File: src/hdl/sue_pkg.sv
// Package for the string unescape block: phase codes, result kinds, error codes,
// the decoder state type and the type of one run of results.
// Used by sue_step and string_unescape_to_utf8; depends on nothing.
`default_nettype none

package sue_pkg;

    localparam int RunMax = 4;

    localparam logic [2:0] PH_IDLE    = 3'd0;
    localparam logic [2:0] PH_TEXT    = 3'd1;
    localparam logic [2:0] PH_ESC     = 3'd2;
    localparam logic [2:0] PH_HEX_HI  = 3'd3;
    localparam logic [2:0] PH_WANT_BS = 3'd4;
    localparam logic [2:0] PH_WANT_U  = 3'd5;
    localparam logic [2:0] PH_HEX_LO  = 3'd6;

    localparam logic [1:0] KIND_DATA = 2'd0;
    localparam logic [1:0] KIND_END  = 2'd1;
    localparam logic [1:0] KIND_ERR  = 2'd2;

    localparam logic [3:0] ERR_NONE      = 4'd0;
    localparam logic [3:0] ERR_CONTROL   = 4'd1;
    localparam logic [3:0] ERR_INTERP    = 4'd2;
    localparam logic [3:0] ERR_ESC_CUT   = 4'd3;
    localparam logic [3:0] ERR_BAD_ESC   = 4'd4;
    localparam logic [3:0] ERR_BAD_HEX   = 4'd5;
    localparam logic [3:0] ERR_NO_LOW    = 4'd6;
    localparam logic [3:0] ERR_BAD_LOW   = 4'd7;
    localparam logic [3:0] ERR_LONE_LOW  = 4'd8;
    localparam logic [3:0] ERR_NUL       = 4'd9;

    typedef struct packed {
        logic [2:0]  phase;
        logic [1:0]  hex_count;
        logic [15:0] code_accum;
        logic [9:0]  high_bits;
        logic        hash_pending;
    } state_t;

    typedef struct packed {
        logic [2:0]                count;
        logic [RunMax-1:0][7:0]    bytes;
        logic [RunMax-1:0][1:0]    kinds;
        logic [RunMax-1:0][3:0]    errs;
    } run_t;

endpackage

`default_nettype wire

File: src/hdl/sue_step.sv
// Combinational decoder for one input word: next state and up to four results.
// Depends on sue_pkg.
`default_nettype none

module sue_step
    import sue_pkg::*;
(
    input  var state_t     cur_state,
    input  wire  [7:0]     in_byte,
    input  wire            start_of_string,
    output var state_t     next_state,
    output var run_t       run
);

    localparam logic [7:0] CH_QUOTE  = 8'h22;
    localparam logic [7:0] CH_HASH   = 8'h23;
    localparam logic [7:0] CH_SLASH  = 8'h2f;
    localparam logic [7:0] CH_BSLASH = 8'h5c;
    localparam logic [7:0] CH_LBRACE = 8'h7b;
    localparam logic [7:0] CH_N      = 8'h6e;
    localparam logic [7:0] CH_R      = 8'h72;
    localparam logic [7:0] CH_T      = 8'h74;
    localparam logic [7:0] CH_B      = 8'h62;
    localparam logic [7:0] CH_F      = 8'h66;
    localparam logic [7:0] CH_U      = 8'h75;
    localparam logic [7:0] CH_SPACE  = 8'h20;

    function automatic logic [4:0] hex_value(input logic [7:0] c);
        logic [4:0] v;
        v = 5'h10;
        if (c >= 8'h30 && c <= 8'h39) v = {1'b0, c[3:0]};
        else if ((c >= 8'h61 && c <= 8'h66) || (c >= 8'h41 && c <= 8'h46))
            v = {1'b0, c[3:0] + 4'd9};
        return v;
    endfunction

    function automatic run_t utf8_run(input logic [20:0] cp);
        run_t r;
        r = '0;
        if (cp < 21'h80) begin
            r.count    = 3'd1;
            r.bytes[0] = cp[7:0];
        end else if (cp < 21'h800) begin
            r.count    = 3'd2;
            r.bytes[0] = {3'b110, cp[10:6]};
            r.bytes[1] = {2'b10, cp[5:0]};
        end else if (cp < 21'h10000) begin
            r.count    = 3'd3;
            r.bytes[0] = {4'b1110, cp[15:12]};
            r.bytes[1] = {2'b10, cp[11:6]};
            r.bytes[2] = {2'b10, cp[5:0]};
        end else begin
            r.count    = 3'd4;
            r.bytes[0] = {5'b11110, cp[20:18]};
            r.bytes[1] = {2'b10, cp[17:12]};
            r.bytes[2] = {2'b10, cp[11:6]};
            r.bytes[3] = {2'b10, cp[5:0]};
        end
        return r;
    endfunction

    state_t      st;
    logic [4:0]  hv;
    logic [15:0] quad;
    logic        quad_done;

    assign hv        = hex_value(in_byte);
    assign quad      = {st.code_accum[11:0], hv[3:0]};
    assign quad_done = (st.hex_count == 2'd3);

    always_comb
    begin
        st = cur_state;
        if (start_of_string) begin
            st = '0;
            st.phase = PH_TEXT;
        end
        next_state = st;
        run = '0;

        unique case (st.phase) inside
            PH_TEXT:
            begin
                if (st.hash_pending && in_byte == CH_LBRACE) begin
                    run.kinds[0] = KIND_ERR;
                    run.errs[0]  = ERR_INTERP;
                    run.count    = 3'd1;
                    next_state.phase        = PH_IDLE;
                    next_state.hash_pending = 1'b0;
                end else begin
                    next_state.hash_pending = 1'b0;
                    if (st.hash_pending) begin
                        run.bytes[0] = CH_HASH;
                        run.count    = 3'd1;
                    end
                    if (in_byte < CH_SPACE) begin
                        run.kinds[run.count[1:0]] = KIND_ERR;
                        run.errs[run.count[1:0]]  = ERR_CONTROL;
                        run.count = run.count + 3'd1;
                        next_state.phase = PH_IDLE;
                    end else if (in_byte == CH_QUOTE) begin
                        run.kinds[run.count[1:0]] = KIND_END;
                        run.count = run.count + 3'd1;
                        next_state.phase = PH_IDLE;
                    end else if (in_byte == CH_HASH) begin
                        next_state.hash_pending = 1'b1;
                    end else if (in_byte == CH_BSLASH) begin
                        next_state.phase = PH_ESC;
                    end else begin
                        run.bytes[run.count[1:0]] = in_byte;
                        run.count = run.count + 3'd1;
                    end
                end
            end
            PH_ESC:
            begin
                next_state.phase = PH_TEXT;
                run.count = 3'd1;
                unique case (in_byte) inside
                    8'h00:
                    begin
                        run.kinds[0] = KIND_ERR;
                        run.errs[0]  = ERR_ESC_CUT;
                        next_state.phase = PH_IDLE;
                        next_state.hash_pending = 1'b0;
                    end
                    CH_QUOTE, CH_BSLASH, CH_SLASH: run.bytes[0] = in_byte;
                    CH_N: run.bytes[0] = 8'h0a;
                    CH_R: run.bytes[0] = 8'h0d;
                    CH_T: run.bytes[0] = 8'h09;
                    CH_B: run.bytes[0] = 8'h08;
                    CH_F: run.bytes[0] = 8'h0c;
                    CH_U:
                    begin
                        run.count = 3'd0;
                        next_state.phase      = PH_HEX_HI;
                        next_state.hex_count  = 2'd0;
                        next_state.code_accum = 16'h0000;
                    end
                    default:
                    begin
                        run.kinds[0] = KIND_ERR;
                        run.errs[0]  = ERR_BAD_ESC;
                        next_state.phase = PH_IDLE;
                        next_state.hash_pending = 1'b0;
                    end
                endcase
            end
            PH_HEX_HI, PH_HEX_LO:
            begin
                if (hv[4]) begin
                    run.kinds[0] = KIND_ERR;
                    run.errs[0]  = ERR_BAD_HEX;
                    run.count    = 3'd1;
                    next_state.phase = PH_IDLE;
                    next_state.hash_pending = 1'b0;
                end else begin
                    next_state.code_accum = quad;
                    next_state.hex_count  = st.hex_count + 2'd1;
                    if (quad_done && st.phase == PH_HEX_HI) begin
                        if (quad >= 16'hd800 && quad <= 16'hdbff) begin
                            next_state.high_bits = quad[9:0];
                            next_state.phase     = PH_WANT_BS;
                        end else if (quad >= 16'hdc00 && quad <= 16'hdfff) begin
                            run.kinds[0] = KIND_ERR;
                            run.errs[0]  = ERR_LONE_LOW;
                            run.count    = 3'd1;
                            next_state.phase = PH_IDLE;
                            next_state.hash_pending = 1'b0;
                        end else if (quad == 16'h0000) begin
                            run.kinds[0] = KIND_ERR;
                            run.errs[0]  = ERR_NUL;
                            run.count    = 3'd1;
                            next_state.phase = PH_IDLE;
                            next_state.hash_pending = 1'b0;
                        end else begin
                            run = utf8_run({5'd0, quad});
                            next_state.phase = PH_TEXT;
                        end
                    end else if (quad_done) begin
                        if (quad < 16'hdc00 || quad > 16'hdfff) begin
                            run.kinds[0] = KIND_ERR;
                            run.errs[0]  = ERR_BAD_LOW;
                            run.count    = 3'd1;
                            next_state.phase = PH_IDLE;
                            next_state.hash_pending = 1'b0;
                        end else begin
                            run = utf8_run(21'h10000
                                           + {1'b0, st.high_bits, quad[9:0]});
                            next_state.phase = PH_TEXT;
                        end
                    end
                end
            end
            PH_WANT_BS, PH_WANT_U:
            begin
                if ((st.phase == PH_WANT_BS && in_byte != CH_BSLASH)
                    || (st.phase == PH_WANT_U && in_byte != CH_U)) begin
                    run.kinds[0] = KIND_ERR;
                    run.errs[0]  = ERR_NO_LOW;
                    run.count    = 3'd1;
                    next_state.phase = PH_IDLE;
                    next_state.hash_pending = 1'b0;
                end else if (st.phase == PH_WANT_BS) begin
                    next_state.phase = PH_WANT_U;
                end else begin
                    next_state.phase      = PH_HEX_LO;
                    next_state.hex_count  = 2'd0;
                    next_state.code_accum = 16'h0000;
                end
            end
            default:
            begin
                next_state.phase = PH_IDLE;
            end
        endcase
    end

endmodule

`default_nettype wire

File: src/hdl/string_unescape_to_utf8.sv
// Top level of the string unescape block: decoder state, result run buffer, handshakes.
// Depends on sue_pkg and sue_step.
`default_nettype none

// Decodes a quoted string body, one input word per cycle, into UTF-8 data words,
// an end word at the closing quote or an error word. Each input word is decoded in
// the cycle it is accepted and its run of zero to four results is loaded into a
// four-entry output buffer, drained one result per cycle from the front while
// out_ready is high. A new word is taken whenever the buffer is empty or its last
// result is being taken, so plain text flows at one word per cycle while out_ready
// is high, and a word that yields several results, such as a multi-byte character
// or a held hash released ahead of the next byte, holds the input until they drain.
module string_unescape_to_utf8
    import sue_pkg::*;
(
    input  wire        clk,
    input  wire        rst_n,
    input  wire        in_valid,
    output logic       in_ready,
    input  wire  [7:0] in_byte,
    input  wire        start_of_string,
    output logic       out_valid,
    input  wire        out_ready,
    output logic [7:0] out_byte,
    output logic [1:0] result_kind,
    output logic [3:0] error_code,
    output logic       last_of_run
);

    state_t                 state_reg;
    state_t                 state_next;
    run_t                   run;
    logic [2:0]             left_reg;
    logic [2:0]             left_next;
    logic [RunMax-1:0][7:0] bytes_reg;
    logic [RunMax-1:0][1:0] kinds_reg;
    logic [RunMax-1:0][3:0] errs_reg;
    logic                   in_take;
    logic                   out_take;

    sue_step u_step (
        .cur_state       (state_reg),
        .in_byte         (in_byte),
        .start_of_string (start_of_string),
        .next_state      (state_next),
        .run             (run)
    );

    assign out_valid   = (left_reg != 3'd0);
    assign out_take    = out_valid && out_ready;
    assign in_ready    = (left_reg == 3'd0) || (left_reg == 3'd1 && out_ready);
    assign in_take     = in_valid && in_ready;
    assign out_byte    = bytes_reg[0];
    assign result_kind = kinds_reg[0];
    assign error_code  = errs_reg[0];
    assign last_of_run = (left_reg == 3'd1);

    always_comb
    begin
        left_next = left_reg;
        if (in_take)
            left_next = run.count;
        else if (out_take)
            left_next = left_reg - 3'd1;
    end

    always_ff @(posedge clk or negedge rst_n)
    begin
        if (!rst_n) begin
            state_reg <= '0;
            left_reg  <= 3'd0;
        end else begin
            left_reg <= left_next;
            if (in_take)
                state_reg <= state_next;
        end
    end

    always_ff @(posedge clk)
    begin
        if (in_take) begin
            bytes_reg <= run.bytes;
            kinds_reg <= run.kinds;
            errs_reg  <= run.errs;
        end else if (out_take) begin
            bytes_reg <= {8'h00, bytes_reg[RunMax-1:1]};
            kinds_reg <= {KIND_DATA, kinds_reg[RunMax-1:1]};
            errs_reg  <= {ERR_NONE, errs_reg[RunMax-1:1]};
        end
    end

`ifndef NO_ASSERTIONS
    a_left_range: assert property (@(posedge clk) disable iff (!rst_n)
        left_reg <= 3'd4)
        else $error("result buffer count out of range");

    a_no_early_take: assert property (@(posedge clk) disable iff (!rst_n)
        (left_reg > 3'd1) |-> !in_ready)
        else $error("input taken while earlier results remain");

    a_data_no_err: assert property (@(posedge clk) disable iff (!rst_n)
        (out_valid && result_kind != KIND_ERR) |-> (error_code == ERR_NONE))
        else $error("error code on a non-error result");

    a_idle_no_hash: assert property (@(posedge clk) disable iff (!rst_n)
        (state_reg.phase == PH_IDLE) |-> !state_reg.hash_pending)
        else $error("held hash while idle");
`endif

endmodule

`default_nettype wire
File: config.mk
export PLATFORM = sky130hd
export DESIGN_NAME = string_unescape_to_utf8
export DESIGN_NICKNAME = d
export VERILOG_FILES = /design/src/hdl/sue_pkg.sv /design/src/hdl/sue_step.sv /design/src/hdl/string_unescape_to_utf8.sv
export SDC_FILE = /design/constraint.sdc
export NUM_CORES = 1
export LEC_CHECK = 0
export BUFFER_PORTS_ARGS = -buffer_cell sky130_fd_sc_hd__buf_2
export CORE_MARGIN = 5
export CORE_UTILIZATION = 56
export DETAILED_ROUTE_END_ITERATION = 10
export GPL_TIMING_DRIVEN = 0
export PLACE_DENSITY_LB_ADDON = 0.08
export SKIP_CTS_REPAIR_TIMING = 1
export SYNTH_ARGS = -nofsm -noshare
export SYNTH_HDL_FRONTEND = slang
export SYNTH_SLANG_ARGS = --single-unit
File: constraint.sdc
create_clock -name clk -period 2.75 [get_ports clk]
set_input_delay 0.4125 -clock clk [delete_from_list [all_inputs] [get_ports clk]]
set_output_delay 0.4125 -clock clk [all_outputs]
set_load 0.01 [all_outputs]
-- Word-level counts from Yosys, hierarchy flattened
Index checks and enable logic that the tools add are counted.
- input port bits: 13
- register bits: 91
- output and inout port bits: 17
- word-level logic and storage cells: 231
- reduce and logical (&&, ||, !) cells: 27
- muxes and demuxes: 140
- equal/unequal tests: 21
- magnitude comparators: 20
- add/sub/neg operators: 5
- operators with widths (operator ; count):
    $mux 24 ; 17
    $mux 38 ; 5
    $mux 59 ; 3
    $mux 32 ; 5
    $mux 3 ; 28
    $mux 16 ; 5
    $mux 8 ; 10
    $mux 35 ; 2
    $eq 8x7->1 const B ; 8
    $mux 18 ; 3
    $pmux 18 s3 ; 1
    $pmux 24 s2 ; 1
    $pmux 8 s6 ; 1
    $bwmux 32 ; 1
    $ge 16x16->1 const B ; 2
    $le 16x16->1 const B ; 2
    $mux 10 ; 3
    $mux 28 ; 1
    $eq 8x6->1 const B ; 3
    $mux 12 ; 2
    $pmux 12 s2 ; 1
    $pmux 3 s4 ; 2
    $pmux 8 s3 ; 1
    $mux 22 ; 1
    other kinds (51) ; 105

-- Depth between registers and ports, before layout
- word-level depth: 23
- mapped depth: 13
- gate-level depth less buffers: 10

-- Cells and area by module
From an unflattened synthesis, not the netlist that was laid out.
- cells, all modules: 754
- area total of the unflattened synthesis: 7233.2 µm²
- by module, submodules not included (module ; times used ; seq. area each (µm²) ; area an instance (µm²) ; cells an instance):
    string_unescape_to_utf8 ; 1 ; 2557.5 ; 4103.9 ; 239
    sue_step ; 1 ; 0.0 ; 3129.3 ; 515

-- Worst setup path before layout
OpenSTA, ideal clock, no wires.
- path kind: input -> register
- start point: input port start_of_string
- end point: register bytes_reg, in the netlist out_byte[1] (data pin)
- setup time: 261 ps
- slack: -857 ps
- path buffers: 4
- required time: 2489 ps
- arrival: 3347 ps
- cell stages on the path: 12
- path through: clkbuf_1 > clkbuf_1 > buf_1 > buf_1 > nor2b_1 > ha_1 > a211oi_1 > a32oi_1 > nor4_2 > or2_2 > a21oi_1 > a221o_1
- cells in the longest elaborated chain, start to end: 19
- elaborated cells between the ends (all ways): 71
- classes of those cells: add/sub: 1; order compare: 13; eq/ne: 5; mux: 44; reduce/logical: 8
- RTL lines (element ; RTL line ; text):
    start: declaration ; string_unescape_to_utf8.sv:21 ; input wire start_of_string,
    $mux 32 * ; sue_step.sv:74 ; if (start_of_string) begin
    $add 17x20->21 ; sue_step.sv:189 ; + {1'b0, st.high_bits, quad[9:0]});
    $lt 21x17->1 ; sue_step.sv:47 ; end else if (cp < 21'h10000) begin
    $mux 22 ; sue_step.sv:47 ;
    $mux 24 ; sue_step.sv:43 ; end else if (cp < 21'h800) begin
    $mux 24 ; sue_step.sv:40 ; if (cp < 21'h80) begin
    $mux 24 ; sue_step.sv:181 ; if (quad < 16'hdc00 || quad > 16'hdfff) begin
    $mux 24 ; sue_step.sv:180 ; end else if (quad_done) begin
    (+3 left out) ; -- ;
    $mux 16 ; sue_step.sv:43 ;
    $mux 8 ; sue_step.sv:40 ;
    $mux 38 ; sue_step.sv:181 ;
    $mux 59 ; sue_step.sv:180 ;
    $mux 59 ; sue_step.sv:160 ; if (quad_done && st.phase == PH_HEX_HI) begin
    $mux 38 ; sue_step.sv:151 ; if (hv[4]) begin
    $pmux 8 s3 * ; sue_step.sv:81 ; unique case (st.phase) inside
    $mux 32 * ; string_unescape_to_utf8.sv:81 ; if (in_take) begin
    end signal: assignment ; string_unescape_to_utf8.sv:82 ; bytes_reg <= run.bytes;
    end signal: assignment ; string_unescape_to_utf8.sv:86 ; bytes_reg <= {8'h00, bytes_reg[RunMax-1:1]};
    end: declaration ; string_unescape_to_utf8.sv:35 ; logic [RunMax-1:0][7:0] bytes_reg;
Every way passes the cells marked *; elsewhere a longest branch is shown, timed or not. The select of a mux whose other input is x is not followed.
A chain may end at the register's enable or synchronous reset.

-- Worst setup path after layout
- start point: register state_reg[7] (netlist bit)
- end point: register bytes_reg, in the netlist out_byte[1] (data pin)
- cells in the longest elaborated chain, start to end: 19
- elaborated cells between the ends (all ways): 21
- classes of those cells: add/sub: 1; order compare: 3; mux: 17
- RTL lines (element ; RTL line ; text):
    start: declaration ; string_unescape_to_utf8.sv:30 ; state_t state_reg;
    start signal: assignment ; string_unescape_to_utf8.sv:75 ; state_reg <= state_next;
    $mux 32 * ; sue_step.sv:74 ;
    $add 17x20->21 * ; sue_step.sv:189 ;
    $lt 21x17->1 ; sue_step.sv:47 ;
    $mux 22 ; sue_step.sv:47 ;
    $mux 24 ; sue_step.sv:43 ;
    $mux 24 ; sue_step.sv:40 ;
    $mux 24 ; sue_step.sv:181 ;
    $mux 24 ; sue_step.sv:180 ;
    (+3 left out) ; -- ;
    $mux 16 ; sue_step.sv:43 ;
    $mux 8 * ; sue_step.sv:40 ;
    $mux 38 * ; sue_step.sv:181 ;
    $mux 59 * ; sue_step.sv:180 ;
    $mux 59 * ; sue_step.sv:160 ;
    $mux 38 * ; sue_step.sv:151 ;
    $pmux 8 s3 * ; sue_step.sv:81 ;
    $mux 32 * ; string_unescape_to_utf8.sv:81 ;
Marked as above.

==> metrics.csv <==
stage,metric,value,unit
run_status,outcome,"complete, but fails checks",
run_status,failed_checks,setup timing,
pwr,p_leak,2.59,nW
detailed_routing,post-route-drc-count,0,
clock_network,cts_tree,yes,
detailed_routing,drt-initial-drc-count,967,
clock_network,cts_buffer_depth,2,
die,io_pins,30,
synthesis,yosys.area.top_type,edfxtp_1,
cells_and_area,final_nets,752,
critical_path,critical_path_class,register to register,
sta,fin_crit,2790,ps
synthesis,synthTopCellsByCount,"nand2_1 (69), nor2_1 (54), a21oi_1 (48)",
synthesis,synth-main-ff-cell,edfxtp_1,
cells_and_area,area_growth,24.3,%
synthesis,syn-cell-area,5530,um2
critical_path,critPathMaxStageDelay,470,ps
critical_path,crit_buf_inv,4,
grt,overflow,0,
sta,fmax,0.358,GHz
sta,finalHoldViolCount,0,
synthesis,ys_top_cells_by_area,"edfxtp_1 (21%), dfrtp_1 (14%), nand2_1 (4.7%)",
grt,grt_usage,0.343,
cells_and_area,largest_reg_flops,28,
grt,grt_pass1_wl,31100,um
pwr,irDropWorstVdd,0.631,mV
critical_path,worstPathRequired,2880,ps
die,initial_core_util,0.571,
clock_network,clock-root-buffer,clkbuf_8,
synthesis,synth_cell_types,86,
clock_network,clkSinkCount,70,
synthesis,ys_seq_area_frac,0.352,
clock_network,htree_levels,3,
critical_path,critPathTopFamily,compound AO/OA/AOI/OAI gates,
sta,fin_hold_ws,74.8,ps
synthesis,syn_inst,657,
die,core_area,9680,um2
detailed_routing,wl,21100,um
pwr,power.density,565,nW/um2
detailed_routing,wl_per_cell,24.3,um
sta,rsz0062_at_grt,yes,
sta,skew,19.2,ps
critical_path,worst-endpoint-arrival,2920,ps
place,gp_congestion,1.00,
grt,grt_max_degree,47,
detailed_routing,vias_per_cell,7.15,
die,die_w,109,um
cells_and_area,drive_above_1_share,0.272,
place,numPortBuffers,24,
detailed_routing,first_pass_iters,6,
sta,final_max_slew_viol_count,0,
grt,grt_pass1_vias,5464,
synthesis,ys_ff_latch,70,
synthesis,synth.most_common_cell,nand2_1,
critical_path,crit_chain,nand2_8 -> inv_4 -> buf_8 -> ha_4 -> a211oi_4 -> buf_4 -> a32o_2 -> nand4_1 -> buf_6 -> o211ai_1 -> a22o_1 -> a221o_1,
die,std_cell_rows,36,
min_path,hold_class,input port to asynchronous set/reset pin,
sta,setup_violations,3,
cells_and_area,design_area,6880,um2
clock_network,cts_made_buffers,9,
cells_and_area,utilization,0.710,
synthesis,async_flop_share,0.443,
critical_path,cp_slowest_cell,dfrtp_2,
critical_path,end_kind,register,
clock_network,clk_latency,380,ps
critical_path,cp-start-kind,register,
critical_path,crit_fanout,7,
synthesis,synth_top_cell_area_share,0.212,
synthesis,syn_nets,680,
sta,finalCritPeriodShare,1.02,
place,hpwl,14800,um
place,place_area,5940,um2
cells_and_area,diodes,0,
detailed_routing,antenna_left,0,
synthesis,synth_warnings,0,
clock_network,clk_pin_slew,100,ps
synthesis,synth_edf_count,39,
flow_run,cap_violations,0,
sta,tightest_slew,1130,ps
die,die_height,109,um
sta,relSlewSlack,0.240,
sta,setup_ws,-44.9,ps
synthesis,avgSynthCellArea,8.42,um2
grt,grt_antenna_before_repair,0,
die,dieArea,12000,um2
pwr,finalPower,3.88,mW
detailed_routing,num_vias,6199,
-- cell type report --
class	count	area [um2]
timing repair buffer	64	474
tap	133	166
sequential	70	1950
buffer	57	389
multi-input combinational	508	3630
fill	787	2810
clock inverter	7	62.6
clock buffer	9	124
inverter	19	82.6
-- logic make-up after synthesis --
family | synth area share
flip-flops | 0.352
XOR/XNOR | 0.00317
multiplexers | 0.00746
buffers and inverters | 0.0665
AND/OR/NAND/NOR | 0.237
AO/OA/AOI/OAI | 0.312
adder cells (fa/ha/maj) | 0.0226
-- metrics by stage --
stage,instances,TNS (ps),setup slack [ps]
finish,867,-89.9,-44.9
global route,867,-174,-66.1
CTS,830,-16680,-1010
detailed placement,814,-35240,-1390
global placement,814,-34390,-1420
floorplan,657,-40.3,-40.3
-- layout by cell type (no fill, tap or decap), drive strengths merged, types with 15 or more instances in the layout --
cell	n
edfxtp	39
nor3	15
a22oi	22
dfrtp	31
buf	94
inv	21
a21oi	48
nand2	69
clkbuf	36
nand3	23
o21ai	54
nor2	54
-- power breakdown --
group          total [mW]  internal (mW)  switching, mW
Combinational        1.51          0.579          0.932
Clock               0.845          0.347          0.498
Sequential           1.53           1.44         0.0831
Total                3.88           2.37           1.51
-- metal layers --
layer	share of wire	global-route usage
met1	0.39	0.494
met2	0.44	0.519
met3	0.13	0.0564
met4	0.039	0.127
met5	0	0
-- final timing paths --
check                                          start                   endpoint  slack [ps]  depth (start not counted)
max in group asynchronous                      rst_n   state_reg[7]$_DFFE_PN0P_        2180                          1
min reg2reg                state_reg[28]$_DFFE_PN0P_  state_reg[28]$_DFFE_PN0P_         510                          1
max reg2reg                 state_reg[7]$_DFFE_PN0P_      out_byte[1]$_DFFE_PP_         -40                         12
max                         state_reg[7]$_DFFE_PN0P_      out_byte[1]$_DFFE_PP_         -40                         12
min in group clk                           out_ready    left_reg[2]$_DFFE_PN0P_         370                          3
min                                            rst_n   state_reg[5]$_DFFE_PN0P_          70                          1
Note: power is estimated with default switching activity, not from simulation.
